File: config.mk
export PLATFORM = sky130hd
export DESIGN_NAME = tkchm_ram
export DESIGN_NICKNAME = d
export VERILOG_FILES = /design/src/rtl/two_key_chained_hash_map_defines.svh /design/src/rtl/tkchm_ram.sv
export SDC_FILE = /design/constraint.sdc
export NUM_CORES = 1
export LEC_CHECK = 0
export BUFFER_PORTS_ARGS = -buffer_cell sky130_fd_sc_hd__buf_2
export CORE_UTILIZATION = 60
export DETAILED_ROUTE_END_ITERATION = 7
export GPL_TIMING_DRIVEN = 0
export PLACE_DENSITY_LB_ADDON = 0.12
export SETUP_SLACK_MARGIN = 0.15
export SLEW_MARGIN = 20
export SYNTH_ARGS = -nofsm -noshare
export SYNTH_HDL_FRONTEND = slang
export SYNTH_SLANG_ARGS = --single-unit
File: constraint.sdc
create_clock -name clk -period 2.3 [get_ports clk]
set_clock_uncertainty 0.1 [all_clocks]
set_input_delay 0.115 -clock clk [delete_from_list [all_inputs] [get_ports clk]]
set_output_delay 0.115 -clock clk [all_outputs]
set_load 0.01 [all_outputs]
File: src/rtl/two_key_chained_hash_map_defines.svh
// ---------------------------------------------------------------------------
// Assertion macros for the two-key chained hash map
// Concurrent checks that compile away in synthesis.
// ---------------------------------------------------------------------------
`ifndef TWO_KEY_CHAINED_HASH_MAP_DEFINES_SVH
`define TWO_KEY_CHAINED_HASH_MAP_DEFINES_SVH

`ifndef SYNTHESIS
`define TKCHM_ASSERT_IMP(label, clk, rst_n, ante, cons) \
    label: assert property (@(posedge clk) disable iff (!rst_n) (ante) |-> (cons)) \
        else $error("assertion failed");
`define TKCHM_ASSERT_NXT(label, clk, rst_n, ante, cons) \
    label: assert property (@(posedge clk) disable iff (!rst_n) (ante) |=> (cons)) \
        else $error("assertion failed");
`else
`define TKCHM_ASSERT_IMP(label, clk, rst_n, ante, cons)
`define TKCHM_ASSERT_NXT(label, clk, rst_n, ante, cons)
`endif

`endif

File: src/rtl/tkchm_ram.sv
// ---------------------------------------------------------------------------
// tkchm_ram
// Simple dual-port RAM: one write port, one read port, registered read.
// ---------------------------------------------------------------------------
module tkchm_ram #(
    parameter int WIDTH = 8,
    parameter int DEPTH = 16
) (
    input  logic                     clk,
    input  logic                     we,
    input  logic [$clog2(DEPTH)-1:0] waddr,
    input  logic [WIDTH-1:0]         wdata,
    input  logic [$clog2(DEPTH)-1:0] raddr,
    output logic [WIDTH-1:0]         rdata
);

    logic [WIDTH-1:0] mem [DEPTH];

    always_ff @(posedge clk)
    begin
        if (we)
        begin
            mem[waddr] <= wdata;
        end
        rdata <= mem[raddr];
    end

endmodule

==> summary.md <==
| Metric | Value |
|---|---|
| Synthesis-stage register bit count | `136` |
| H-tree depth | `4` |
| Number of enable-type register cells in the synthesized netlist | `128` |
| N_diodes | `0` |
| Starting density of the core | `62.3%` |
| Storage cell area | `0.00400 mm2` |
| Kind of launch point of the worst setup path | `input port` |
| Final count of negative-setup-slack endpoints | `0` |
| Die ar. | `approximately 0.0090 mm2` |
| Horizontal die dimension | `94.6 um` |
| Clock Sink Count | `136` |
| Clk buf depth | `2` |
| Area growth from synthesis to layout | `18.6%` |
| Setup repair after global routing missed its margin | `no` |
| Share of the clock period used by the worst path after layout | `76.7%` |
| Via Count | `2441` |
| Net switching fraction of the power | `20.0%` |
| Cell with the largest stage delay on the worst path | `dlygate4sd3_1` |
| Vias per Instance | `slightly above 6` |
| Highest clock rate | `0.567 GHz` |
| Number of buffers added on ports | `24` |
| Fillers | `478` |
| Buf+Inv Stages, Crit Path | `3` |
| Routed length per instance | `23.7 um` |
| Worst stage delay on the critical path | `around 0.84 ns` |
| Placer's final routability congestion estimate | `between 0.7 and 0.8` |
| Crit path setup slack, layout | `0.536 ns` |
| Result of the run | `completed` |
| Net Count, Synth | `between 200 and 250` |
| Highest routing layer actually used | `met4` |
| Combinational cell fraction of total power | `under 10%` |
| Remaining antenna violation count after routing | `0` |
| CTS tree | `yes` |
| Worst slack, placed | `0.334 ns` |
| Inserted Clock Buffers | `17` |
| Clock tree root driver cell | `clkbuf_8` |
| Remaining DRCs | `0` |
| Fraction of final layout cells with drive strength greater than 1 | `between 20 and 30%` |
| Async set or reset register ratio after synthesis | `0%` |
| FP Rows | `33` |
| Most used flip-flop cell after synthesis | `edfxtp_1` |
| NetSw | `about 1.1 mW` |
| Total grt overflow | `0` |
| Sequential cell fraction of total power | `between 40 and 50%` |
| Cell leakage power | `2.06 nW` |
| Post-synthesis instance total | `229` |
| Number of slew-limit violations in the final report | `0` |
| Path type of the worst min-delay path | `in -> reg` |
| Maximum VDD drop | `0.532 mV` |
| Power density of the placed cells | `around 900 mW/mm2` |
| Placed cell area | `0.00542 mm2` |
| Wire length of the first global-routing pass | `between 10000 and 15000 um` |
| Critical path start-end classification | `in -> reg` |
| PnR Total Power | `5.66 mW` |
| Core box area | `0.00826 mm2` |
| Cell-internal power | `4.53 mW` |
| Crit path max-delay family | `buffers and inverters` |
| Hold violation count in the final report | `0` |
| Post-route cell area | `between 0.006 and 0.007 mm2` |
| Min cycle time layout | `1.76 ns` |
| Met3 WL | `772 um` |
| Routed wire length | `9500 um` |
| Routed length on met2 | `4910 um` |
| Area of the multi-input gates | `approximately 0.0011 mm2` |
| Synth Cell Area | `~0.005 mm2` |
| Sequential-to-total area share from yosys stat | `77.8%` |
| Initial DRC Count | `about 190` |
| I/O pin count | `26` |
| Yosys Warn Count | `0` |
| Syn_area_per_cell | `22.5 um2` |
| Worst-Skew Late Latency | `approximately 0.51 ns` |
| Number of global-route vias before repair | `2432` |
| Worst-path clk slew | `~0.06 ns` |
| Rel. slew slack | `between 30 and 40%` |
| Relative contribution of the clock network to total power | `45.9%` |
| GRT Util Overall | `24.0%` |
| Distinct cells, synth | `19` |
| Drt pass-1 iters | `4` |
| Kind of end point of the critical path | `flop` |
| Measured slew at the worst slew-check pin | `0.918 ns` |
| Detailed-placement wirelength estimate | `5680 um` |
| Chip Height | `94.6 um` |
| Cell-by-cell trace of the critical path | `dlygate4sd3_1 > buf_2 > nor3_2 > dlygate4sd3_1` |
| Antenna violations before repair | `0` |
| WL met1 | `3730 um` |
| Required time at the endpoint of the critical path | `around 2.4 ns` |
| Final net count | `~300` |
| Max-cap check violation count | `0` |
| Library cell appearing most often on the critical path | `dlygate4sd3_1` |
| Peak fanout along the critical path | `8` |
| Worst path arrival time | `1.82 ns` |
| Pin count of the biggest net entering global routing | `17` |
power groups by stage:
| stage | Sequential [mW] | Clock, mW | Combinational, mW |
|---|---|---|---|
| 6_report | 2.79 | 2.60 | 0.272 |
| 5_1_grt | 2.79 | 2.74 | 0.295 |
| 4_1_cts | 2.79 | 2.63 | 0.276 |
| 3_5_place_dp | 2.84 | 0 | 0.261 |
| 3_3_place_gp | 2.83 | 0 | 0.255 |
| 2_1_floorplan | 2.84 | 0 | 0.141 |
stage by stage:
step                setup TNS (ns)  util (%)  hold slack [ns]  instances
global placement            -0.373      65.4            0.394        358
CTS                              0      73.9          0.00169        401
finish                           0      73.9           0.0153        401
floorplan                        0         -            0.114        229
detailed placement               0      65.6            0.409        358
global route                     0      73.9          0.00472        401
sequential cells by signal, summed over array words and instances (netlist names):
name   cells
mem      128
rdata      8
cell usage in the layout, fill, tap and decap left out:
master / instances
nor2b_1: 1
clkinv_4: 2
buf_6: 3
clkinvlp_4: 4
or3b_2: 1
and2_1: 1
clkdlybuf4s25_2: 3
nand3_1: 1
a22oi_1: 16
buf_2: 27
clkinv_2: 1
edfxtp_1: 128
dfxtp_1: 8
bufinv_16: 3
clkinv_1: 4
nand2_1: 9
nand3b_1: 2
mux4_1: 14
buf_4: 1
clkbuf_8: 1
nand2b_1: 2
nor3_2: 4
nor2_1: 13
dlygate4sd3_1: 11
clkbuf_1: 1
and2b_1: 1
mux4_2: 18
clkbuf_16: 16
synthesized netlist by cell type (all sizes together), types with 2 or more instances:
master         count  share of area, %
nor2              13              0.95
dfxtp              8               3.1
nor3               4              0.39
buf                7               1.1
clkdlybuf4s25      3              0.58
nand2b             2              0.24
nand3b             2              0.29
nand2              9              0.66
edfxtp           128                75
mux4              32                15
a22oi             16               2.3
cells by family (layout without fill, tap and decap cells):
family,Yosys count,count (layout),synth area share (%)
buffers and inverters,10,77,1.68
flip-flops,136,136,77.8
AND/OR/NAND/NOR,35,35,3.18
multiplexers,32,32,15.0
AO/OA/AOI/OAI,16,16,2.33
layout make-up:
type | instances | area share (%)
clock inverters | 14 | 2.58
flip-flops and latches | 136 | 65.6
well taps | 105 | 2.15
clock buffers | 18 | 6.85
multi-input cells | 83 | 17.6
plain buffers | 10 | 1.41
repair buffers | 35 | 3.77
path summary, 6_finish.rpt:
path | from | endpoint | slack (ns) | cells after the start
max | waddr[0] | mem[8][0] | 0.54 | 4
min | raddr[1] | rdata[0] | 0.02 | 4
max reg2reg | mem[2][4] | rdata[4] | 0.85 | 3
min reg2reg | mem[12][6] | rdata[6] | 0.58 | 3
worst reg2reg max path, stage by stage, from the launching register on:
cell and delay, ns:
edfxtp_1 0.37, mux4_2 0.46, a22oi_1 0.29, nand2_1 0.10
per-layer routing:
layer	track usage, %	vias up
met5	0	-
met4	9.97	0
met3	6.60	7
met2	37.8	105
met1	32.1	1248
li1	-	1081
repair_timing:
action                                 4_1_cts  5_1_grt
resized for setup                            0        0
setup endpoints to repair                    0        0
endpoints found under the hold margin      152        0
hold buffers                                11        0
setup buffers                                0        0
Note: power is estimated with default switching activity, not from simulation.
